===== config.mk =====
export PLATFORM = sky130hd
export DESIGN_NAME = terminal_text_sanitizer_unit
export DESIGN_NICKNAME = d
export VERILOG_FILES = /design/src/sv/tts_pkg.sv /design/src/sv/tts_front.sv /design/src/sv/tts_queue.sv /design/src/sv/tts_back.sv /design/src/sv/terminal_text_sanitizer_unit.sv
export SDC_FILE = /design/constraint.sdc
export NUM_CORES = 1
export LEC_CHECK = 0
export ABC_CLOCK_PERIOD_IN_PS = 11150
export BUFFER_PORTS_ARGS = -buffer_cell sky130_fd_sc_hd__clkbuf_2
export CORE_MARGIN = 5
export CORE_UTILIZATION = 33
export CTS_CLUSTER_DIAMETER = 50
export DETAILED_ROUTE_END_ITERATION = 12
export PLACE_DENSITY_LB_ADDON = 0.12
export SLEW_MARGIN = 20
export SYNTH_ARGS = -nofsm -noshare
export SYNTH_HDL_FRONTEND = slang
export SYNTH_HIERARCHICAL = 1
export SYNTH_SLANG_ARGS = --single-unit

===== constraint.sdc =====
create_clock -name clk -period 11.15 [get_ports clk]
set_clock_uncertainty 0.05 [all_clocks]
set_input_delay 1.115 -clock clk [delete_from_list [all_inputs] [get_ports clk]]
set_output_delay 1.115 -clock clk [all_outputs]
set_load 0.03 [all_outputs]

===== src/sv/tts_pkg.sv =====
`default_nettype none
package tts_pkg;

  localparam int MaxBeats = 6;
  localparam int BeatIdxW = 3;
  localparam int QDepth = 4;
  localparam int QPtrW = 2;
  localparam int QCntW = 3;

  localparam logic [7:0] ChEsc   = 8'h1b;
  localparam logic [7:0] ChCsi   = 8'h9b;
  localparam logic [7:0] ChOsc   = 8'h9d;
  localparam logic [7:0] ChSt    = 8'h9c;
  localparam logic [7:0] ChDcs   = 8'h90;
  localparam logic [7:0] ChSos   = 8'h98;
  localparam logic [7:0] ChPm    = 8'h9e;
  localparam logic [7:0] ChApc   = 8'h9f;
  localparam logic [7:0] ChFinLo = 8'h40;
  localparam logic [7:0] ChFinHi = 8'h7e;
  localparam logic [7:0] ChDel   = 8'h7f;
  localparam logic [7:0] ChSp    = 8'h20;
  localparam logic [7:0] ChBel   = 8'h07;
  localparam logic [7:0] ChBs    = 8'h08;
  localparam logic [7:0] ChTab   = 8'h09;
  localparam logic [7:0] ChLf    = 8'h0a;
  localparam logic [7:0] ChCr    = 8'h0d;
  localparam logic [7:0] ChBsl   = 8'h5c;
  localparam logic [7:0] ChLbr   = 8'h5b;
  localparam logic [7:0] ChRbr   = 8'h5d;
  localparam logic [7:0] ChP     = 8'h50;
  localparam logic [7:0] ChX     = 8'h58;
  localparam logic [7:0] ChCaret = 8'h5e;
  localparam logic [7:0] ChUnder = 8'h5f;
  localparam logic [7:0] ChLowA  = 8'h61;
  localparam logic [7:0] ChLowB  = 8'h62;
  localparam logic [7:0] ChLowR  = 8'h72;
  localparam logic [7:0] ChLowX  = 8'h78;
  localparam logic [7:0] Utf2Lo  = 8'hc2;
  localparam logic [7:0] Utf3Lo  = 8'he0;
  localparam logic [7:0] Utf4Lo  = 8'hf0;
  localparam logic [7:0] UtfBad  = 8'hf8;

  typedef struct packed {
    logic [MaxBeats-1:0][7:0] bytes;
    logic [BeatIdxW-1:0]      count;
  } burst_t;

  typedef struct packed {
    logic [3:0][7:0] b;
    logic [2:0]      n;
  } seq_t;

  function automatic logic [7:0] hex_digit(input logic [3:0] v);
    if (v < 4'd10) begin
      return 8'h30 + {4'h0, v};
    end
    return 8'h57 + {4'h0, v};
  endfunction

  function automatic seq_t ctrl_seq(input logic [7:0] c);
    seq_t s;
    s = '0;
    s.b[0] = ChBsl;
    if (c == ChBs) begin
      s.b[1] = ChLowB;
      s.n = 3'd2;
    end else if (c == ChBel) begin
      s.b[1] = ChLowA;
      s.n = 3'd2;
    end else begin
      s.b[1] = ChLowX;
      s.b[2] = hex_digit(c[7:4]);
      s.b[3] = hex_digit(c[3:0]);
      s.n = 3'd4;
    end
    return s;
  endfunction

  function automatic burst_t app1(input burst_t acc, input logic [7:0] x);
    burst_t r;
    r = acc;
    if (acc.count < BeatIdxW'(MaxBeats)) begin
      r.bytes[acc.count] = x;
      r.count = acc.count + BeatIdxW'(1);
    end
    return r;
  endfunction

  function automatic burst_t app_seq(input burst_t acc, input seq_t s);
    burst_t r;
    r = acc;
    for (int k = 0; k < 4; k++) begin
      if (3'(k) < s.n) begin
        r = app1(r, s.b[k]);
      end
    end
    return r;
  endfunction

  function automatic burst_t app_cr(input burst_t acc, input logic sl);
    burst_t r;
    r = acc;
    if (sl) begin
      r = app1(r, ChSp);
    end else begin
      r = app1(r, ChBsl);
      r = app1(r, ChLowR);
    end
    return r;
  endfunction

endpackage
`default_nettype wire


===== src/sv/tts_front.sv =====
`default_nettype none
module tts_front (
  input  wire logic            clk,
  input  wire logic            rst,
  input  wire logic            cfg_write,
  input  wire logic            cfg_data,
  input  wire logic            accept,
  input  wire logic [7:0]      in_byte,
  input  wire logic            byte_valid,
  input  wire logic            finish,
  output tts_pkg::burst_t      burst,
  output logic                 burst_push
);

  localparam logic [2:0] ST_TEXT    = 3'd0;
  localparam logic [2:0] ST_ESC     = 3'd1;
  localparam logic [2:0] ST_CSI     = 3'd2;
  localparam logic [2:0] ST_OSC     = 3'd3;
  localparam logic [2:0] ST_OSC_ESC = 3'd4;
  localparam logic [2:0] ST_STR     = 3'd5;
  localparam logic [2:0] ST_STR_ESC = 3'd6;
  localparam logic [2:0] ST_BAD     = 3'd7;

  logic            single_line;
  logic [2:0]      pstate;
  logic [2:0]      pstate_next;
  logic            hcr;
  logic            hcr_next;
  logic [1:0]      gcnt;
  logic [1:0]      gcnt_next;
  logic [7:0]      gbytes [3];
  logic [7:0]      gbytes_next [3];

  tts_pkg::burst_t acc;
  logic            taken;
  logic            cont;
  logic [7:0]      lead;
  logic [2:0]      need;

  always_comb begin
    acc = '0;
    pstate_next = pstate;
    hcr_next = hcr;
    gcnt_next = gcnt;
    gbytes_next = gbytes;
    taken = 1'b0;
    cont = 1'b0;
    lead = gbytes[0];
    if (lead >= tts_pkg::Utf4Lo) begin
      need = 3'd4;
    end else if (lead >= tts_pkg::Utf3Lo) begin
      need = 3'd3;
    end else begin
      need = 3'd2;
    end

    if (byte_valid) begin
      if (gcnt != 2'd0) begin
        cont = (in_byte[7:6] == 2'b10);
        if (gcnt == 2'd1 && lead == tts_pkg::Utf3Lo && !in_byte[5]) begin
          cont = 1'b0;
        end
        if (gcnt == 2'd1 && lead == tts_pkg::Utf4Lo && in_byte[5:4] == 2'b00) begin
          cont = 1'b0;
        end
        if (cont) begin
          taken = 1'b1;
          if ({1'b0, gcnt} + 3'd1 >= need) begin
            gcnt_next = 2'd0;
            if (need == 3'd2 && lead == tts_pkg::Utf2Lo && in_byte <= tts_pkg::ChApc) begin
              acc = tts_pkg::app_seq(acc, tts_pkg::ctrl_seq(in_byte));
            end else begin
              for (int k = 0; k < 3; k++) begin
                if (2'(k) < gcnt) begin
                  acc = tts_pkg::app1(acc, gbytes[k]);
                end
              end
              acc = tts_pkg::app1(acc, in_byte);
            end
          end else begin
            gbytes_next[gcnt] = in_byte;
            gcnt_next = gcnt + 2'd1;
          end
        end
      end

      if (!taken) begin
        gcnt_next = 2'd0;
        if (pstate == ST_BAD) begin
          pstate_next = ST_TEXT;
          hcr_next = 1'b0;
        end
        case (pstate_next)
          ST_TEXT: begin
            if (in_byte inside {tts_pkg::ChEsc, tts_pkg::ChCsi, tts_pkg::ChOsc,
                                tts_pkg::ChDcs, tts_pkg::ChSos, tts_pkg::ChPm,
                                tts_pkg::ChApc}) begin
              if (hcr_next) begin
                hcr_next = 1'b0;
                acc = tts_pkg::app_cr(acc, single_line);
              end
              if (in_byte == tts_pkg::ChEsc) begin
                pstate_next = ST_ESC;
              end else if (in_byte == tts_pkg::ChCsi) begin
                pstate_next = ST_CSI;
              end else if (in_byte == tts_pkg::ChOsc) begin
                pstate_next = ST_OSC;
              end else begin
                pstate_next = ST_STR;
              end
            end else if (hcr_next && in_byte == tts_pkg::ChLf) begin
              hcr_next = 1'b0;
              acc = tts_pkg::app1(acc, single_line ? tts_pkg::ChSp : tts_pkg::ChLf);
            end else begin
              if (hcr_next) begin
                hcr_next = 1'b0;
                acc = tts_pkg::app_cr(acc, single_line);
              end
              if (in_byte == tts_pkg::ChCr) begin
                hcr_next = 1'b1;
              end else if (!in_byte[7]) begin
                if (in_byte == tts_pkg::ChLf || in_byte == tts_pkg::ChTab) begin
                  acc = tts_pkg::app1(acc, single_line ? tts_pkg::ChSp : in_byte);
                end else if (in_byte < tts_pkg::ChSp || in_byte == tts_pkg::ChDel) begin
                  acc = tts_pkg::app_seq(acc, tts_pkg::ctrl_seq(in_byte));
                end else begin
                  acc = tts_pkg::app1(acc, in_byte);
                end
              end else if (in_byte >= tts_pkg::Utf2Lo && in_byte < tts_pkg::UtfBad) begin
                gbytes_next[0] = in_byte;
                gcnt_next = 2'd1;
              end
            end
          end
          ST_ESC: begin
            if (in_byte == tts_pkg::ChLbr) begin
              pstate_next = ST_CSI;
            end else if (in_byte == tts_pkg::ChRbr) begin
              pstate_next = ST_OSC;
            end else if (in_byte inside {tts_pkg::ChP, tts_pkg::ChX, tts_pkg::ChCaret,
                                         tts_pkg::ChUnder}) begin
              pstate_next = ST_STR;
            end else if (in_byte == tts_pkg::ChEsc) begin
              pstate_next = ST_ESC;
            end else begin
              pstate_next = ST_TEXT;
            end
          end
          ST_CSI: begin
            if (in_byte inside {[tts_pkg::ChFinLo:tts_pkg::ChFinHi]}) begin
              pstate_next = ST_TEXT;
            end else if (in_byte == tts_pkg::ChEsc) begin
              pstate_next = ST_ESC;
            end
          end
          ST_OSC: begin
            if (in_byte == tts_pkg::ChBel || in_byte == tts_pkg::ChSt) begin
              pstate_next = ST_TEXT;
            end else if (in_byte == tts_pkg::ChEsc) begin
              pstate_next = ST_OSC_ESC;
            end
          end
          ST_OSC_ESC: begin
            if (in_byte == tts_pkg::ChBsl) begin
              pstate_next = ST_TEXT;
            end else if (in_byte != tts_pkg::ChEsc) begin
              pstate_next = ST_OSC;
            end
          end
          ST_STR: begin
            if (in_byte == tts_pkg::ChSt) begin
              pstate_next = ST_TEXT;
            end else if (in_byte == tts_pkg::ChEsc) begin
              pstate_next = ST_STR_ESC;
            end
          end
          ST_STR_ESC: begin
            if (in_byte == tts_pkg::ChBsl) begin
              pstate_next = ST_TEXT;
            end else if (in_byte != tts_pkg::ChEsc) begin
              pstate_next = ST_STR;
            end
          end
          default: begin
            pstate_next = ST_TEXT;
          end
        endcase
      end
    end

    if (finish) begin
      if (hcr_next) begin
        acc = tts_pkg::app_cr(acc, single_line);
      end
      pstate_next = ST_TEXT;
      hcr_next = 1'b0;
      gcnt_next = 2'd0;
    end
  end

  assign burst = acc;
  assign burst_push = accept && (acc.count != '0);

  always_ff @(posedge clk) begin
    if (rst) begin
      single_line <= 1'b0;
      pstate <= ST_TEXT;
      hcr <= 1'b0;
      gcnt <= 2'd0;
    end else begin
      if (cfg_write) begin
        single_line <= cfg_data;
      end
      if (accept) begin
        pstate <= pstate_next;
        hcr <= hcr_next;
        gcnt <= gcnt_next;
      end
    end
  end

  always_ff @(posedge clk) begin
    if (accept) begin
      gbytes <= gbytes_next;
    end
  end

endmodule
`default_nettype wire


===== src/sv/tts_queue.sv =====
`default_nettype none
module tts_queue (
  input  wire logic            clk,
  input  wire logic            rst,
  input  wire logic            wr_en,
  input  wire tts_pkg::burst_t wr_data,
  output logic                 full,
  input  wire logic            rd_en,
  output tts_pkg::burst_t      head,
  output logic                 head_valid
);

  tts_pkg::burst_t              entries [tts_pkg::QDepth];
  logic [tts_pkg::QPtrW-1:0]    wr_ptr;
  logic [tts_pkg::QPtrW-1:0]    rd_ptr;
  logic [tts_pkg::QCntW-1:0]    count;
  logic                         do_wr;
  logic                         do_rd;

  assign full = (count == tts_pkg::QCntW'(tts_pkg::QDepth));
  assign head_valid = (count != '0);
  assign head = entries[rd_ptr];
  assign do_wr = wr_en && !full;
  assign do_rd = rd_en && head_valid;

  always_ff @(posedge clk) begin
    if (rst) begin
      wr_ptr <= '0;
      rd_ptr <= '0;
      count <= '0;
    end else begin
      if (do_wr) begin
        wr_ptr <= wr_ptr + tts_pkg::QPtrW'(1);
      end
      if (do_rd) begin
        rd_ptr <= rd_ptr + tts_pkg::QPtrW'(1);
      end
      if (do_wr && !do_rd) begin
        count <= count + tts_pkg::QCntW'(1);
      end else if (do_rd && !do_wr) begin
        count <= count - tts_pkg::QCntW'(1);
      end
    end
  end

  always_ff @(posedge clk) begin
    if (do_wr) begin
      entries[wr_ptr] <= wr_data;
    end
  end

endmodule
`default_nettype wire


===== src/sv/tts_back.sv =====
`default_nettype none
module tts_back (
  input  wire logic            clk,
  input  wire logic            rst,
  input  wire tts_pkg::burst_t head,
  input  wire logic            head_valid,
  output logic                 head_pop,
  output logic                 empty,
  input  wire logic            pop,
  output logic [7:0]           out_byte,
  output logic                 out_last
);

  logic [tts_pkg::BeatIdxW-1:0] idx;
  logic                         beat;

  assign empty = !head_valid;
  assign out_byte = head.bytes[idx];
  assign out_last = (idx == head.count - tts_pkg::BeatIdxW'(1));
  assign beat = pop && head_valid;
  assign head_pop = beat && out_last;

  always_ff @(posedge clk) begin
    if (rst) begin
      idx <= '0;
    end else if (beat) begin
      if (out_last) begin
        idx <= '0;
      end else begin
        idx <= idx + tts_pkg::BeatIdxW'(1);
      end
    end
  end

endmodule
`default_nettype wire


===== src/sv/terminal_text_sanitizer_unit.sv =====
// Terminal text sanitizer: strips escape sequences, checks UTF-8, folds CRLF
// and turns control codes into visible backslash text.
// Input side is a queue: drive in_byte, byte_valid and finish with push; a beat
// is taken when push is high and full is low. Output side is a queue too: the
// oldest byte sits on out_byte while empty is low and leaves when pop is high;
// out_last marks the final byte that one input beat produced.
// A beat that produces bytes shows its first byte the cycle after it is taken,
// unless a group is ahead. The front parser takes one beat per cycle while full
// is low; each beat yields 0 to 6 bytes, and the back end sends one byte per
// cycle while pop is high, from a 4-entry queue of byte groups, so full rises
// only when that queue fills because of expansion or a stalled receiver. While
// pop stays low the head byte holds and input beats flow until the queue fills.
// cfg_write/cfg_data set single-line mode (LF, TAB, CR become spaces); write
// it only while the block is idle.
// Synchronous reset empties the queue, returns the parser to text state,
// drops any held CR or partial UTF-8 sequence and clears single-line mode.
`default_nettype none
module terminal_text_sanitizer_unit (
  input  wire logic       clk,
  input  wire logic       rst,
  input  wire logic       cfg_write,
  input  wire logic       cfg_data,
  input  wire logic       push,
  output logic            full,
  input  wire logic [7:0] in_byte,
  input  wire logic       byte_valid,
  input  wire logic       finish,
  output logic            empty,
  input  wire logic       pop,
  output logic [7:0]      out_byte,
  output logic            out_last
);

  logic            accept;
  tts_pkg::burst_t burst;
  logic            burst_push;
  tts_pkg::burst_t q_head;
  logic            q_head_valid;
  logic            q_pop;

  assign accept = push && !full;

  tts_front u_front (
    .clk        (clk),
    .rst        (rst),
    .cfg_write  (cfg_write),
    .cfg_data   (cfg_data),
    .accept     (accept),
    .in_byte    (in_byte),
    .byte_valid (byte_valid),
    .finish     (finish),
    .burst      (burst),
    .burst_push (burst_push)
  );

  tts_queue u_queue (
    .clk        (clk),
    .rst        (rst),
    .wr_en      (burst_push),
    .wr_data    (burst),
    .full       (full),
    .rd_en      (q_pop),
    .head       (q_head),
    .head_valid (q_head_valid)
  );

  tts_back u_back (
    .clk        (clk),
    .rst        (rst),
    .head       (q_head),
    .head_valid (q_head_valid),
    .head_pop   (q_pop),
    .empty      (empty),
    .pop        (pop),
    .out_byte   (out_byte),
    .out_last   (out_last)
  );

`ifndef ASSERT_OFF
  a_group_size: assert property (@(posedge clk) disable iff (rst)
    q_head_valid |-> (q_head.count != '0 &&
                      q_head.count <= tts_pkg::BeatIdxW'(tts_pkg::MaxBeats)))
    else $error("queued byte group has a bad size");

  a_group_holds: assert property (@(posedge clk) disable iff (rst)
    (pop && !empty && !out_last) |=> !empty)
    else $error("byte group left before its last beat");

  a_reset_empty: assert property (@(posedge clk)
    rst |=> (empty && !full))
    else $error("output not empty after reset");
`endif

endmodule
`default_nettype wire


==> summary.md <==
| Metric | Value |
|---|---|
| Peak VDD IR | 0.110 mV |
| Sequential power share | 45.6% |
| Bufs and invs on worst path | 10 |
| CP startpoint | u_front/gcnt[0]$_SDFFE_PP0P_ |
| Antenna violations before repair | 0 |
| Via Count | 14,870 |
| Syn_nets | 1,693 |
| Yosys Warn Count | 6 |
| P_sw | 651 µW |
| Avg WL per Cell | 30.3 µm |
| Detail Route Antenna Nets | 0 |
| H-tree Lvls | 1 |
| Fraction of layout cells with a size suffix above 1 | 18.1% |
| Synth async-reset ratio | 0% |
| Minimum clock period | 10.40 ns |
| Fmax | 96.2 MHz |
| Total power | 2330 µW |
| Setup slack, reg-to-reg | 0.75 ns |
| Synth cell types | 117 |
| CTS sink cnt | 247 |
| Resized cells post-CTS | 0 |
| Core Area | 51,400 µm² |
| Worst path depth | 38 |
| PortBufs | 26 |
| Die H | 238 µm |
| Post-Synthesis Cells | 1,647 |
| Total CTS buffers | 28 |
| Worst path required time | 11.32 ns |
| Grt ovf | 0 |
| Worst Tran Pin Value | 1.16 ns |
| Diodes inserted | 0 |
| Max stage delay cell, worst path | and2_2 |
| Postcts setup bufs | 0 |
| Critical path endpoint category | register |
| Critical Path Most Common Cell | ha_1 |
| Hold_buf cts | 0 |
| Critical path type | register to register |
| Rel. slew slack | 21.8% |
| Global-route wire length before repair | 104,000 µm |
| Max-cap violations | 0 |
| Post-synth EDFFs | 228 |
| RSZ-0062 raised after global routing | no |
| IO Pins | 27 |
| DR pass1 iterations | 6 |
| Number of global-route vias before repair | 14,317 |
| Pins Over Slew Limit | 0 |
| Vias/cell | 6.29 |
| GPL Wtd Cong | 1.06 |
| Worst hold path class | register to register |
| CTS tree | done |
| CTS Root Cell | clkbuf_16 |
| WHS | 0.480 ns |
| Seq/Total Area, Yosys | 42.2% |
| Die Wd | 238 µm |
| Routed WL | 71,800 µm |
| Cell Rows | 83 |
| R2R depth | 38 |
| Placed Area | 18,100 µm² |
| WP data arrival | 10.57 ns |
| Cell family with most CP delay | compound AO/OA/AOI/OAI gates |
| # setup viols final | 0 |
| Reg2reg end | u_queue/entries[1][23]$_DFFE_PP_ |
| Synthesized area | 17,100 µm² |
| Initial core utilization | 33.3% |
| Post-synth top flop | edfxtp_1 |
| Layout area overhead | 10.9% |
| Worst-Skew Late Latency | 0.58 ns |
| Leak pwr | 0.00646 µW |
| Finished Cell Area | 19,000 µm² |
| Crit path to | u_queue/entries[1][23]$_DFFE_PP_ |
| Largest net degree at the start of global routing | 52 |
| Initial DRC count | 1,777 |
| Max stage delay on crit path | 0.68 ns |
| Switching share of power | 27.9% |
| Fin nets | 1,713 |
| Area of the die | 56,600 µm² |
| Internal power | 1680 µW |
| Final-report hold violation count | 0 |
| Clock Tree Buf Depth | 3 |
| DRC Markers | 0 |
| #FFs+latches synth | 247 |
| Reg-to-reg startpoint | u_front/gcnt[0]$_SDFFE_PP0P_ |
| PD cells | 123 nW/µm² |
| Combinational power share | 16.3% |
| Status | complete, no violations |
| Final setup TNS | 0 ns |
| Worst-path clk slew | 0.06 ns |
| Maximum fanout along the worst path | 27 |
| GRT Util Overall | 24.7% |
| Post-DP HPWL | 53,500 µm |
| Critical path launch point type | register |
| Final period utilization | 93.3% |
| Clock share of power | 38.1% |
| Post-Synthesis Mean Instance Area | 10.4 µm² |
[worst min path at each step]
stage	endpoint	cells past startpoint	slack [ns]	start
2_1_floorplan	u_front/hcr$_SDFFE_PP0P_	2	0.42	u_front/hcr$_SDFFE_PP0P_
3_3_place_gp	u_queue/wr_ptr[1]$_SDFFE_PP0P_	2	0.45	u_queue/wr_ptr[1]$_SDFFE_PP0P_
6_report	u_front/hcr$_SDFFE_PP0P_	2	0.48	u_front/hcr$_SDFFE_PP0P_
4_1_cts	register	2	0.48	u_queue/rd_ptr[1]$_SDFFE_PP0P_
5_1_grt	u_front/hcr$_SDFFE_PP0P_	2	0.50	u_front/hcr$_SDFFE_PP0P_
3_5_place_dp	register	2	0.47	u_queue/rd_ptr[1]$_SDFFE_PP0P_
[final cells by class]
cell class / instances / area [µm²]
inverters: 48 / 185
multi-input cells: 1237 / 9130
repair buffers: 105 / 723
well taps: 680 / 851
clock buffers: 34 / 723
flip-flops and latches: 247 / 7230
fillers: 5189 / 32400
clock inverters: 14 / 161
[worst min-delay path, delay by kind of cell (launching register included)]
family	cells	cell delay (ns)
flip-flops	1	0.34
AND/OR/NAND/NOR	1	0.08
AO/OA/AOI/OAI	1	0.06
[placed cells by master, fill, tap and decap left out, types with 16 or more instances in the layout]
cell       count
inv_1         42
a31oi_1       36
buf_4         79
clkbuf_2      26
o21ai_0       89
edfxtp_1     228
a21oi_1      103
nor2_1       132
o22ai_1       22
a22oi_1       20
ha_1          29
nand2_1      129
nand4_1       22
dfxtp_1       17
o211ai_1      39
nand2b_1      17
mux4_2        54
a211oi_1      24
clkbuf_16     28
nor3_1        48
and2_1        18
nand3_1       69
mux2_2        17
or3_1         16
mux2i_1       37
[power by group through the flow]
stage / combinational, µW / clock (µW) / sequential [µW]
6_report: 381 / 888 / 1060
5_1_grt: 402 / 951 / 1070
4_1_cts: 378 / 910 / 1060
3_5_place_dp: 377 / 0 / 1080
3_3_place_gp: 378 / 0 / 1080
2_1_floorplan: 245 / 0 / 1080
[registers in the layout (all words and copies together), names as in the netlist, named ones only]
| name | cells |
|---|---|
| u_front/gcnt | 2 |
| u_back/idx | 3 |
| u_front/single_line | 1 |
| u_front/lead | 8 |
| u_front/pstate | 3 |
| u_queue/entries | 204 |
| u_queue/rd_ptr | 2 |
| u_queue/count | 3 |
| u_front/hcr | 1 |
| u_queue/wr_ptr | 2 |
[cell families (layout without fill, tap and decap cells)]
group                      Yosys count  after routing  share of synthesized area (%)
and+or+nand+nor                    550            550                           16.8
AOI/OAI and AO/OA                  522            522                           21.4
DFF                                247            247                           42.2
buffers and inverters              163            201                           4.67
muxes                              117            117                           11.5
adders and majority gates           30             30                           2.23
xor gates and xnor gates            17             17                           1.15
other                                1              1                         0.0219
[stage by stage]
stage	util, %	worst slack [ns]	instances
finish	37.0	0.752	2365
floorplan	-	0.116	1647
global route	37.0	0.0320	2365
detailed placement	35.2	0.136	2317
CTS	37.0	0.661	2365
global placement	35.2	0.369	2317
[cells in the mapped netlist, types with 9 or more instances]
library cell | number | area share, %
mux2i_1 | 37 | 2.2
o21ai_0 | 90 | 2.6
ha_1 | 29 | 2.1
nor4_1 | 10 | 0.37
nor2_1 | 133 | 2.9
nor3_1 | 48 | 1.4
o31a_1 | 10 | 0.51
a21o_1 | 10 | 0.44
o21a_1 | 14 | 0.61
nand4_1 | 22 | 0.80
a21oi_1 | 103 | 3.0
clkbuf_1 | 71 | 1.6
nor2b_1 | 14 | 0.51
o21ai_1 | 11 | 0.32
o221ai_1 | 9 | 0.46
and3_1 | 12 | 0.44
and2_1 | 22 | 0.80
a221oi_1 | 10 | 0.51
inv_1 | 42 | 0.92
a211oi_1 | 24 | 1.1
or3_1 | 16 | 0.58
edfxtp_1 | 228 | 40
a22oi_1 | 20 | 0.88
dfxtp_1 | 19 | 2.2
a31oi_1 | 36 | 1.3
buf_2 | 19 | 0.56
o22ai_1 | 22 | 0.80
mux2_2 | 17 | 1.1
o211ai_1 | 39 | 1.7
nand2_1 | 129 | 2.8
o31ai_1 | 10 | 0.44
nand3_1 | 69 | 2.0
nand2b_1 | 17 | 0.62
mux4_2 | 54 | 7.1
[layer usage]
metal	GRT usage [%]	wire length, µm	up-vias
met5	0	0	-
met4	11.4	4320	0
met3	3.95	5690	220
met2	39.5	32400	796
met1	33.0	29300	7317
li1	-	-	6537
No activity file was read; power rests on OpenSTA's default activity.
